## config.mk

```make
export PLATFORM = sky130hd
export DESIGN_NAME = adc_slew_average_scale
export DESIGN_NICKNAME = d
export VERILOG_FILES = /design/src/hw/rtl/asa_pkg.sv /design/src/hw/rtl/asa_ctrl.sv /design/src/hw/rtl/asa_datapath.sv /design/src/hw/rtl/adc_slew_average_scale.sv
export SDC_FILE = /design/constraint.sdc
export NUM_CORES = 1
export LEC_CHECK = 0
export BUFFER_PORTS_ARGS = -buffer_cell sky130_fd_sc_hd__buf_4
export CORE_MARGIN = 5
export CORE_UTILIZATION = 38
export CTS_CLUSTER_SIZE = 28
export DETAILED_ROUTE_END_ITERATION = 16
export PLACE_DENSITY = 0.58
export SKIP_CTS_REPAIR_TIMING = 1
export SLEW_MARGIN = 40
export SYNTH_ARGS = -nofsm -noshare
export SYNTH_HDL_FRONTEND = slang
export SYNTH_HIERARCHICAL = 1
export SYNTH_SLANG_ARGS = --single-unit
```

## constraint.sdc

```tcl
create_clock -name clk -period 6.3 [get_ports clk]
set_input_delay 0 -clock clk [delete_from_list [all_inputs] [get_ports clk]]
set_output_delay 0 -clock clk [all_outputs]
set_load 0.005 [all_outputs]
```

## src/hw/rtl/asa_pkg.sv

```systemverilog
package asa_pkg;

	localparam int AVG_DEPTH_DEF   = 32;
	localparam int SAMPLE_BITS_DEF = 12;
	localparam int SLEW_STEP       = 5;
	localparam int POS_BITS        = 8;
	localparam int FULL_POS        = 255;
	localparam int ZERO_RANGE_DIV  = 100;
	localparam int CFG_ADDR_BITS   = 2;

	typedef enum logic [CFG_ADDR_BITS-1:0] {
		REG_CAL_LOW  = 2'd0,
		REG_CAL_HIGH = 2'd1,
		REG_FLIP     = 2'd2
	} reg_idx_t;

	typedef enum logic [3:0] {
		ST_IDLE,
		ST_READ,
		ST_UPDATE,
		ST_MEAN_LD,
		ST_PREP,
		ST_SCALE_LD,
		ST_SCALE_DIV,
		ST_DONE
	} state_t;

	typedef struct packed {
		logic accept;
		logic mem_rd;
		logic upd;
		logic mean_ld;
		logic prep;
		logic scale_ld;
		logic div_step;
		logic out_ld;
	} ctl_cmd_t;

	typedef struct packed {
		logic out_full;
	} ctl_sts_t;

endpackage

```

## src/hw/rtl/asa_ctrl.sv

```systemverilog
module asa_ctrl
	import asa_pkg::*;
(
	input  logic     clk,
	input  logic     arst_n,
	input  logic     s_tvalid,
	output logic     s_tready,
	input  ctl_sts_t sts,
	output ctl_cmd_t cmd
);

	localparam int CW = $clog2(POS_BITS);

	state_t        state_q, state_nxt;
	logic [CW-1:0] cnt_q;

	always_ff @(posedge clk or negedge arst_n) begin
		if (!arst_n) begin
			state_q <= ST_IDLE;
			cnt_q   <= '0;
		end else begin
			state_q <= state_nxt;
			if (state_q == ST_SCALE_LD)
				cnt_q <= CW'(POS_BITS - 1);
			else if (cnt_q != '0)
				cnt_q <= cnt_q - 1'b1;
		end
	end

	always_comb begin
		state_nxt = state_q;
		unique case (state_q)
			ST_IDLE:      if (s_tvalid) state_nxt = ST_READ;
			ST_READ:      state_nxt = ST_UPDATE;
			ST_UPDATE:    state_nxt = ST_MEAN_LD;
			ST_MEAN_LD:   state_nxt = ST_PREP;
			ST_PREP:      state_nxt = ST_SCALE_LD;
			ST_SCALE_LD:  state_nxt = ST_SCALE_DIV;
			ST_SCALE_DIV: if (cnt_q == '0) state_nxt = ST_DONE;
			ST_DONE:      if (!sts.out_full) state_nxt = ST_IDLE;
			default:      state_nxt = ST_IDLE;
		endcase
	end

	always_comb begin
		cmd      = '0;
		s_tready = 1'b0;
		unique case (state_q)
			ST_IDLE: begin
				s_tready   = 1'b1;
				cmd.accept = s_tvalid;
			end
			ST_READ:      cmd.mem_rd   = 1'b1;
			ST_UPDATE:    cmd.upd      = 1'b1;
			ST_MEAN_LD:   cmd.mean_ld  = 1'b1;
			ST_PREP:      cmd.prep     = 1'b1;
			ST_SCALE_LD:  cmd.scale_ld = 1'b1;
			ST_SCALE_DIV: cmd.div_step = 1'b1;
			ST_DONE:      cmd.out_ld   = !sts.out_full;
			default: ;
		endcase
	end

endmodule

```

## src/hw/rtl/asa_datapath.sv

```systemverilog
module asa_datapath
	import asa_pkg::*;
#(
	parameter int AVG_DEPTH   = AVG_DEPTH_DEF,
	parameter int SAMPLE_BITS = SAMPLE_BITS_DEF
) (
	input  logic                     clk,
	input  logic                     arst_n,
	input  ctl_cmd_t                 cmd,
	output ctl_sts_t                 sts,
	input  logic [SAMPLE_BITS-1:0]   sample,
	input  logic                     cfg_we,
	input  logic [CFG_ADDR_BITS-1:0] cfg_addr,
	input  logic [SAMPLE_BITS-1:0]   cfg_data,
	output logic                     out_valid,
	input  logic                     out_ready,
	output logic [POS_BITS-1:0]      position,
	output logic [SAMPLE_BITS-1:0]   smoothed
);

	localparam int SB  = SAMPLE_BITS;
	localparam int SW  = $clog2(AVG_DEPTH);
	localparam int TW  = SB + SW;
	localparam int DVW = SB + 1;
	localparam int PW  = SB + POS_BITS;
	localparam int RK  = TW + SW;
	localparam int RMW = TW + 2;
	localparam logic [63:0] RECIP = ((64'd1 << RK) + 64'(AVG_DEPTH) - 64'd1) / 64'(AVG_DEPTH);

	logic [SB-1:0]        cal_low_q, cal_high_q;
	logic                 flip_q;

	logic [SB-1:0]        held_q;
	logic [SW-1:0]        slot_q;
	logic [SB-1:0]        mem_q [AVG_DEPTH];
	logic [AVG_DEPTH-1:0] vld_q;
	logic [SB-1:0]        rd_q;
	logic                 rd_vld_q;
	logic [TW-1:0]        total_q;

	logic [DVW-1:0]       rem_q, div_q;
	logic [SB-1:0]        dq_q;

	logic [SB-1:0]        mean_q, diff_q, rng_q;
	logic                 bad_q;

	logic                 out_valid_q;
	logic [POS_BITS-1:0]  pos_q;
	logic [SB-1:0]        smooth_q;

	logic [SB:0]          h_ext, s_ext;
	logic [SB-1:0]        slew_val;
	logic [DVW:0]         trial;
	logic                 ge;
	logic [SB-1:0]        clamped;
	logic [PW-1:0]        prod;
	logic [POS_BITS-1:0]  quo8;
	logic [TW+RMW-1:0]    mean_prod;

	// slew limiter
	always_comb begin
		h_ext = {1'b0, held_q};
		s_ext = {1'b0, sample};
		if (s_ext > h_ext + (SB+1)'(SLEW_STEP))
			slew_val = held_q + SB'(SLEW_STEP);
		else if (s_ext + (SB+1)'(SLEW_STEP) < h_ext)
			slew_val = held_q - SB'(SLEW_STEP);
		else
			slew_val = sample;
	end

	// restoring divider step
	always_comb begin
		trial = {rem_q, dq_q[SB-1]};
		ge    = trial >= {1'b0, div_q};
	end

	always_comb begin
		if (mean_q < cal_low_q)
			clamped = cal_low_q;
		else if (mean_q > cal_high_q)
			clamped = cal_high_q;
		else
			clamped = mean_q;
	end

	// total / AVG_DEPTH, exact over the full total range
	assign mean_prod = (TW+RMW)'(total_q) * (TW+RMW)'(RECIP[RMW-1:0]);

	assign prod = {diff_q, {POS_BITS{1'b0}}} - PW'(diff_q);
	assign quo8 = dq_q[POS_BITS-1:0];

	always_ff @(posedge clk or negedge arst_n) begin
		if (!arst_n) begin
			cal_low_q   <= '0;
			cal_high_q  <= '1;
			flip_q      <= 1'b0;
			held_q      <= SB'(1) << (SB - 1);
			slot_q      <= '0;
			vld_q       <= '0;
			total_q     <= '0;
			out_valid_q <= 1'b0;
		end else begin
			if (cfg_we) begin
				unique case (cfg_addr)
					REG_CAL_LOW:  cal_low_q  <= cfg_data;
					REG_CAL_HIGH: cal_high_q <= cfg_data;
					REG_FLIP:     flip_q     <= cfg_data[0];
					default: ;
				endcase
			end
			if (cmd.accept) begin
				held_q <= slew_val;
				slot_q <= (slot_q == SW'(AVG_DEPTH - 1)) ? '0 : slot_q + 1'b1;
			end
			if (cmd.upd) begin
				vld_q[slot_q] <= 1'b1;
				total_q <= total_q - (rd_vld_q ? TW'(rd_q) : '0) + TW'(held_q);
			end
			if (cmd.out_ld)
				out_valid_q <= 1'b1;
			else if (out_ready)
				out_valid_q <= 1'b0;
		end
	end

	// history ring
	always_ff @(posedge clk) begin
		if (cmd.mem_rd) begin
			rd_q     <= mem_q[slot_q];
			rd_vld_q <= vld_q[slot_q];
		end
		if (cmd.upd)
			mem_q[slot_q] <= held_q;
	end

	always_ff @(posedge clk) begin
		if (cmd.scale_ld) begin
			rem_q <= DVW'(prod >> POS_BITS);
			dq_q  <= SB'(prod[POS_BITS-1:0]) << (SB - POS_BITS);
			div_q <= DVW'(rng_q);
		end else if (cmd.div_step) begin
			rem_q <= ge ? DVW'(trial - {1'b0, div_q}) : trial[DVW-1:0];
			dq_q  <= {dq_q[SB-2:0], ge};
		end
		if (cmd.mean_ld)
			mean_q <= SB'(mean_prod >> RK);
		if (cmd.prep) begin
			diff_q <= clamped - cal_low_q;
			rng_q  <= (cal_high_q == cal_low_q) ? SB'(ZERO_RANGE_DIV)
			                                    : cal_high_q - cal_low_q;
			bad_q  <= cal_high_q < cal_low_q;
		end
		if (cmd.out_ld) begin
			smooth_q <= mean_q;
			if (bad_q)
				pos_q <= '0;
			else if (flip_q)
				pos_q <= POS_BITS'(FULL_POS) - quo8;
			else
				pos_q <= quo8;
		end
	end

	assign sts.out_full = out_valid_q & ~out_ready;
	assign out_valid    = out_valid_q;
	assign position     = pos_q;
	assign smoothed     = smooth_q;

endmodule

```

## src/hw/rtl/adc_slew_average_scale.sv

```systemverilog
// Slew-limited, moving-averaged ADC axis scaled to 0..255. Each sample moves a held value
// by at most 5 counts, the held value enters an AVG_DEPTH-entry ring whose running sum gives
// the mean (smoothed), and the mean is clamped to [cal_low, cal_high] and scaled to a position
// (inverted when flip is set, 0 when cal_high < cal_low, zero range divides by 100).
// A sample is accepted only while the block is idle, and its result is computed in steps before
// the next one is taken: ring read and running-sum update, a reciprocal multiply for the mean,
// calibration setup, then a restoring divider for the position. The next sample is
// taken while the last result is still held on the output; a result stalled beyond that
// holds back the following one.
module adc_slew_average_scale
	import asa_pkg::*;
#(
	parameter int AVG_DEPTH   = AVG_DEPTH_DEF,
	parameter int SAMPLE_BITS = SAMPLE_BITS_DEF,
	localparam int IN_W  = ((SAMPLE_BITS + 7) / 8) * 8,
	localparam int OUT_W = ((SAMPLE_BITS + POS_BITS + 7) / 8) * 8
) (
	input  logic                     clk,
	input  logic                     arst_n,
	input  logic                     s_tvalid,
	output logic                     s_tready,
	input  logic [IN_W-1:0]          s_tdata,  // sample
	output logic                     m_tvalid,
	input  logic                     m_tready,
	output logic [OUT_W-1:0]         m_tdata,  // position, smoothed
	input  logic                     cfg_we,
	input  logic [CFG_ADDR_BITS-1:0] cfg_addr,
	input  logic [SAMPLE_BITS-1:0]   cfg_data
);

	ctl_cmd_t                 cmd;
	ctl_sts_t                 sts;
	logic [POS_BITS-1:0]      position;
	logic [SAMPLE_BITS-1:0]   smoothed;

	asa_ctrl u_ctrl (
		.clk      (clk),
		.arst_n   (arst_n),
		.s_tvalid (s_tvalid),
		.s_tready (s_tready),
		.sts      (sts),
		.cmd      (cmd)
	);

	asa_datapath #(
		.AVG_DEPTH  (AVG_DEPTH),
		.SAMPLE_BITS(SAMPLE_BITS)
	) u_datapath (
		.clk       (clk),
		.arst_n    (arst_n),
		.cmd       (cmd),
		.sts       (sts),
		.sample    (s_tdata[SAMPLE_BITS-1:0]),
		.cfg_we    (cfg_we),
		.cfg_addr  (cfg_addr),
		.cfg_data  (cfg_data),
		.out_valid (m_tvalid),
		.out_ready (m_tready),
		.position  (position),
		.smoothed  (smoothed)
	);

	assign m_tdata = OUT_W'({smoothed, position});

endmodule

```

=== After elaboration in Yosys (flattened, before gate mapping) ===
Memory sizes are Yosys's and may differ from the RTL's. A register that Yosys moved wholly into a read port is not among the register bits.
Index checks and enable logic that the tools add are counted.

* Memory bits (writable): 384
* Bits in registers: 194
* Word-level logic and storage cells: 109
* Output and inout bits: 26
* Memories: 1
* Input port bits: 35

{| class="wikitable"
|+ Memories
! name !! words !! bits a word !! rd ports !! clocked after Yosys merged registers in !! wr ports !! line !! source
|-
| u_datapath.mem_q || 32 || 12 || 1 || 1 || 1 || asa_datapath.sv:35 || <nowiki>logic [SB-1:0] mem_q [AVG_DEPTH];</nowiki>
|}

* Muxes and demuxes: 35
* Add/sub/neg operators: 13
* Reduce and logical (&&, ||, !) cells: 13
* Bitwise operators: 3
* Equality and inequality tests: 14
* Order comparisons: 8

{| class="wikitable"
|+ Operator list
! kind !! count
|-
| 12-bit 2-to-1 mux || 9
|-
| 32-bit OR || 1
|-
| 4-bit case mux with 8 select lines || 1
|-
| 12-bit by 3-bit adder with 13-bit output (second input constant) || 2
|-
| 12-bit less-than comparator || 2
|-
| 12-bit subtractor || 2
|-
| 20-bit by 12-bit subtractor with 20-bit output || 1
|-
| 17-bit by 12-bit adder with 17-bit output || 1
|-
| 17-bit subtractor || 1
|-
| 4-bit by 3-bit == test with 1-bit output (second input constant) || 4
|-
| 1-bit 2-to-1 mux || 15
|-
| 14-bit by 12-bit greater-or-equal comparator with 1-bit output || 1
|-
| 12-bit by 13-bit greater-than comparator with 1-bit output || 1
|-
| 13-bit by 12-bit less-than comparator with 1-bit output || 1
|-
| 13-bit 2-to-1 mux || 1
|-
| 13-bit by 12-bit subtractor with 13-bit output || 1
|-
| 12-bit by 3-bit adder with 12-bit output (second input constant) || 1
|-
| 12-bit == test || 1
|-
| 12-bit greater-than comparator || 1
|-
| 4-bit 2-to-1 mux || 3
|-
| 12-bit by 3-bit subtractor with 12-bit output (second input constant) || 1
|-
| 4-bit by 2-bit == test with 1-bit output (second input constant) || 2
|-
| 8-bit 2-to-1 mux || 1
|-
| 8-bit subtractor (first input constant) || 1
|-
| 25 further kinds || 31
|}

=== Depth between registers and ports, before layout ===
* Depth after elaboration: 5
* Depth in mapped cells: 20
* Depth with buffers taken out: 19

=== By module ===
Netlist, hierarchy kept.

{| class="wikitable"
|+ Modules (own cells, without submodules)
! module !! instances !! sequential area each (µm²) !! area each (µm²) !! cells each
|-
| asa_datapath || 1 || 17012.6 || 27211.1 || 1861
|-
| asa_ctrl || 1 || 150.1 || 404.1 || 43
|-
| adc_slew_average_scale || 1 || 0.0 || 33.8 || 5
|}

=== Worst setup path before layout ===
OpenSTA, ideal clock, no wires.

* Kind: register to register
* Start point: reg u_datapath.cal_high_q[1]
* End point: reg u_datapath.diff_q[10] (data pin)
* Data required time: 6.027 ns
* Cell stages (with the launch flop): 20
* Path slack: 2.271 ns
* Clock period less this slack: 4.029 ns
* Arrival: 3.757 ns
* Path through: dfstp_2 > inv_1 > ha_1 > nor2b_1 > o211ai_1 > a211o_1 > a31oi_1 > buf_2 > o211ai_1 > o21ai_0 > ha_1 > inv_1 > fa_1 > a21o_1 > a21oi_1 > o21bai_1 > a21oi_1 > o21ai_0 > nand4b_1 > o211ai_1

* Cells in the longest elaborated chain, start to end: 4

{| class="wikitable"
|+ RTL lines
! what !! line !! source
|-
| start: declaration || asa_datapath.sv:30 || <nowiki>logic [SB-1:0] cal_low_q, cal_high_q;</nowiki>
|-
| start signal: assignment || asa_datapath.sv:107 || <nowiki>REG_CAL_HIGH: cal_high_q <= cfg_data;</nowiki>
|-
| 12-bit greater-than comparator || asa_datapath.sv:81 || <nowiki>else if (mean_q > cal_high_q)</nowiki>
|-
| 12-bit 2-to-1 mux * || asa_datapath.sv:81 ||
|-
| 12-bit 2-to-1 mux * || asa_datapath.sv:79 || <nowiki>if (mean_q < cal_low_q)</nowiki>
|-
| 12-bit subtractor * || asa_datapath.sv:149 || <nowiki>diff_q <= clamped - cal_low_q;</nowiki>
|-
| end signal: assignment || asa_datapath.sv:149 ||
|-
| end: declaration || asa_datapath.sv:44 || <nowiki>logic [SB-1:0] mean_q, diff_q, rng_q;</nowiki>
|}

Every way passes the cells marked *; elsewhere a longest branch is shown, timed or not.
A chain may end at the register's enable or synchronous reset.

=== Final worst setup path ===
* Start point: reg u_datapath.held_q[0]
* End point: reg u_datapath.held_q[3]

* Cells in the longest elaborated chain, start to end: 3
* Elaborated cells between the ends (all ways): 7
* Those cells by class: add/sub: 3; order compare: 2; mux: 2

{| class="wikitable"
|+ RTL lines
! what !! line !! source
|-
| start: declaration || asa_datapath.sv:33 || <nowiki>logic [SB-1:0] held_q;</nowiki>
|-
| start signal: assignment || asa_datapath.sv:98 || <nowiki>held_q <= SB'(1) << (SB - 1);</nowiki>
|-
| start signal: assignment || asa_datapath.sv:113 || <nowiki>held_q <= slew_val;</nowiki>
|-
| 12-bit by 3-bit adder with 13-bit output (tied with other cells) || asa_datapath.sv:64 || <nowiki>if (s_ext > h_ext + (SB+1)'(SLEW_STEP))</nowiki>
|-
| 12-bit by 13-bit greater-than comparator with 1-bit output or 12-bit 2-to-1 mux (tied branches) || asa_datapath.sv:64, asa_datapath.sv:66 ||
|-
| 12-bit 2-to-1 mux * || asa_datapath.sv:64 ||
|}

Marks and branches as above.

==> impl_results.md <==
* Status: completed
* Core area at 0.0726 mm²
* Global route overflow at 0
* Post-route ant nets at 0
* Final setup viols at 0
* Fmax achieved at 207 MHz
* Port bufs at 52
* Vias at 16500
* Worst-margin pin slew at 0.839 ns
* # Max-Cap Violations at 0
* GPL Wtd Cong at 0.850
* Slowest CP cell: dfrtp_1
* Number of enable flip-flop cells after synthesis at 486
* Peak supply drop at 324 µV
* Synth async-reset ratio at 16.6%
* Die Span Y at 280 µm
* CTS buffer count at 58
* Area growth, synth to finish at 15.6%
* Starting Density at 38.1%
* Min Tclk post-route at 4.83 ns
* Post-synthesis sequential area ratio at 62.1%
* Fillers at 6481
* Clock tree buffer depth at 3
* Non-Filler Instances at 3054
* RSZ-0062 raised after global routing: no
* CP endpoint kind: register
* PwrDens at 493 mW/mm²
* WL met1 at 28600 µm
* Worst-case reg-to-reg path depth at 14
* CTS Sinks at 589
* Largest net degree at the start of global routing at 63
* Die area at 0.0783 mm²
* Critical Path Source: u_datapath/held_q[0]$_DFFE_PN0P_
* DR WL met3 at 3630 µm
* Slew headroom at 43.5%
* Area leader, netlist: edfxtp_1
* CP required at 6.88 ns
* Final wirelength at 67700 µm
* Placed Cells incl. Taps at 2904
* Crit path capture: u_datapath/held_q[3]$_DFFE_PN0P_
* CP delay by family, top: compound AO/OA/AOI/OAI gates
* Clk_lat worst skew at 0.65 ns
* WL met2 at 33500 µm
* Top cells by area, synth: edfxtp_1 53%, mux4_2 8.5%, dfrtp_1 7.7%
* YS warnings at 6
* Final hold vios at 0
* PnR worst setup slack at 1.47 ns
* Total Routing Usage GR at 17.0%
* DR top layer: met4
* Pwr Total at 15.7 mW
* Placed wire-length estimate at 44600 µm
* Tcrit/Tclk final at 76.7%
* Final Skew at 0.0525 ns
* DR vias/cell at 5.41
* Row cnt at 99
* Mapped Avg Cell Area at 14.5 µm²
* Ratio of cells with drive above 1 in the final layout at 19.6%
* Number of distinct library cells after synthesis at 77
* Worst Hold Slack at 0.149 ns
* CTS tree: done
* Post-synth top cells: 486 x edfxtp_1, 120 x inv_1, 119 x nor2_1
* Util after Layout at 44.0%
* NumNets Final at 2207
* RR Startpoint: u_datapath/held_q[0]$_DFFE_PN0P_
* Critical Path Stages at 14
* Slew Limit Fails at 0
* Num ports at 61
* Hold Crit Class: in -> reg
* Mapped Cells at 1909
* Slowest stage delay, CP at 0.59 ns
* Kind of critical path: reg -> reg
* Cell Chain, Critical Path: buf_4, a21oi_1, nor4_4, or4b_1, xnor2_1, ha_1, nand3_1, nor2_1, o21ai_0, a21o_1, a21oi_2, o21ai_0, o221ai_1, dlygate4sd3_1
* Type of origin of the critical path: register
* Top-count cell post-synth: edfxtp_1
* CTS H-tree lvls at 2
* Pre-Repair DR Iteration Count at 5
* Leak Pwr at 11.6 nW
* DRC viols at 0
* Vias in the first global route at 16600
* Global-route wire length before repair at 102000 µm
* Worst-path clk slew at 0.07 ns
* Routed wire per std cell at 22.2 µm
* Arr. time, crit path at 5.41 ns
* DR iter-0 viols at 1204
* Initial antenna violation count at 0
* Buf/Inv on CP at 2
* Die X at 280 µm
* Cell area after synthesis at 0.0276 mm²
* Sum of negative setup slack at 0 ns
* Hold path start: cfg_data[10]
* CP max FO at 28
* Top cell type's share of synthesized area at 52.8%
* Synth Register Bits at 589
* Design Area, Final at 0.0320 mm²
* Critical Path Most Common Cell: o21ai_0
* R2r endpoint: u_datapath/held_q[3]$_DFFE_PN0P_
* Setup WS pre-CTS at 1.83 ns
* Area of placed instances at 0.0294 mm²
* Synth Flop Type: edfxtp_1
* Root buf cell: clkbuf_16
* Reg-to-reg slack, setup at 1.47 ns
where the power goes:
group          internal, mW  leakage (nW)  total, mW  switching [mW]
combinational          2.57          4.93       6.16            3.59
sequential             5.24          5.61       5.76           0.521
clock                  2.26          1.02       3.83            1.56
per-layer routing:
| layer | track usage [%] | vias up |
|---|---|---|
| met2 | 29.0 | 453 |
| met3 | 2.65 | 123 |
| met4 | 5.34 | 0 |
| li1 | - | 7526 |
| met1 | 22.4 | 8419 |
| met5 | 0 | - |
worst min path at each step:
stage | endpoint | slack [ns] | depth (start not counted)
2_1_floorplan | u_ctrl/cnt_q[0]$_DFFE_PN0P_ | -0.30 | 0
3_3_place_gp | u_ctrl/state_q[0]$_DFFE_PN0P_ | 0.05 | 1
3_5_place_dp | u_ctrl/state_q[0]$_DFFE_PN0P_ | 0.07 | 1
4_1_cts | u_datapath/held_q[5]$_DFFE_PN0P_ | -0.64 | 1
5_1_grt | u_datapath/cal_high_q[0]$_DFFE_PN1P_ | 0.15 | 3
6_report | u_datapath/cal_low_q[10]$_DFFE_PN0P_ | 0.15 | 4
worst min-delay path, cell delays in order:
cell,delay [ns]
dlygate4sd3_1,0.52
buf_4,0.10
nand2_1,0.03
o21ai_0,0.05
kinds of logic (layout without fill, tap and decap cells):
group | after synthesis | after routing | share of synthesized area (%)
AO/OA/AOI/OAI | 308 | 308 | 7.51
other | 1 | 6 | 0.0136
multiplexers | 157 | 157 | 10.5
buffers and inverters | 199 | 380 | 3.00
AND/OR/NAND/NOR | 448 | 448 | 8.21
XOR/XNOR | 78 | 78 | 2.47
adder cells (fa/ha/maj) | 129 | 129 | 6.24
flip-flops | 589 | 589 | 62.1
final cells by class:
class | count | area, µm² | share of cell area (%)
Antenna cell | 2 | 5.00 | 0.0157
Clock buffer | 70 | 1550 | 4.84
Clock inverter | 40 | 592 | 1.85
Inverter | 122 | 458 | 1.43
Multi-Input combinational cell | 1124 | 9740 | 30.5
Sequential cell | 589 | 17200 | 53.7
Tap cell | 959 | 1200 | 3.75
Timing Repair Buffer | 148 | 1250 | 3.90
sequential cells by signal (all words and copies together), names as in the netlist, 3 cells and up:
| register | count |
|---|---|
| u_ctrl/cnt_q | 3 |
| u_ctrl/state_q | 3 |
| u_datapath/cal_high_q | 12 |
| u_datapath/cal_low_q | 12 |
| u_datapath/diff_q | 12 |
| u_datapath/div_q | 12 |
| u_datapath/dq_q | 12 |
| u_datapath/held_q | 12 |
| u_datapath/mean_q | 12 |
| u_datapath/mem_q | 384 |
| u_datapath/position | 8 |
| u_datapath/rd_q | 12 |
| u_datapath/rem_q | 13 |
| u_datapath/rng_q | 12 |
| u_datapath/slot_q | 5 |
| u_datapath/smoothed | 12 |
| u_datapath/total_q | 17 |
| u_datapath/vld_q | 32 |
cells in the final DEF (no fill, tap or decap), drive strengths merged, types with 13 or more instances in the layout:
cell type	Yosys	final
buf	32	111
dlygate4sd3	0	37
and2	20	20
dfrtp	85	85
clkbuf	45	70
o21a	19	19
mux2	17	17
nand3	20	20
nor2	119	119
a21o	13	13
ha	114	114
xnor2	62	62
xor2	16	16
or3	13	13
nand2	103	103
fa	15	15
mux2i	36	36
clkinv	2	18
nor2b	16	16
o21ai	76	76
nand4	34	34
inv	120	124
dfstp	13	13
edfxtp	486	486
mux4	104	104
a21oi	59	59
or2	37	37
nor3	35	35
a22oi	58	58
No activity file was read; power rests on OpenSTA's default activity.
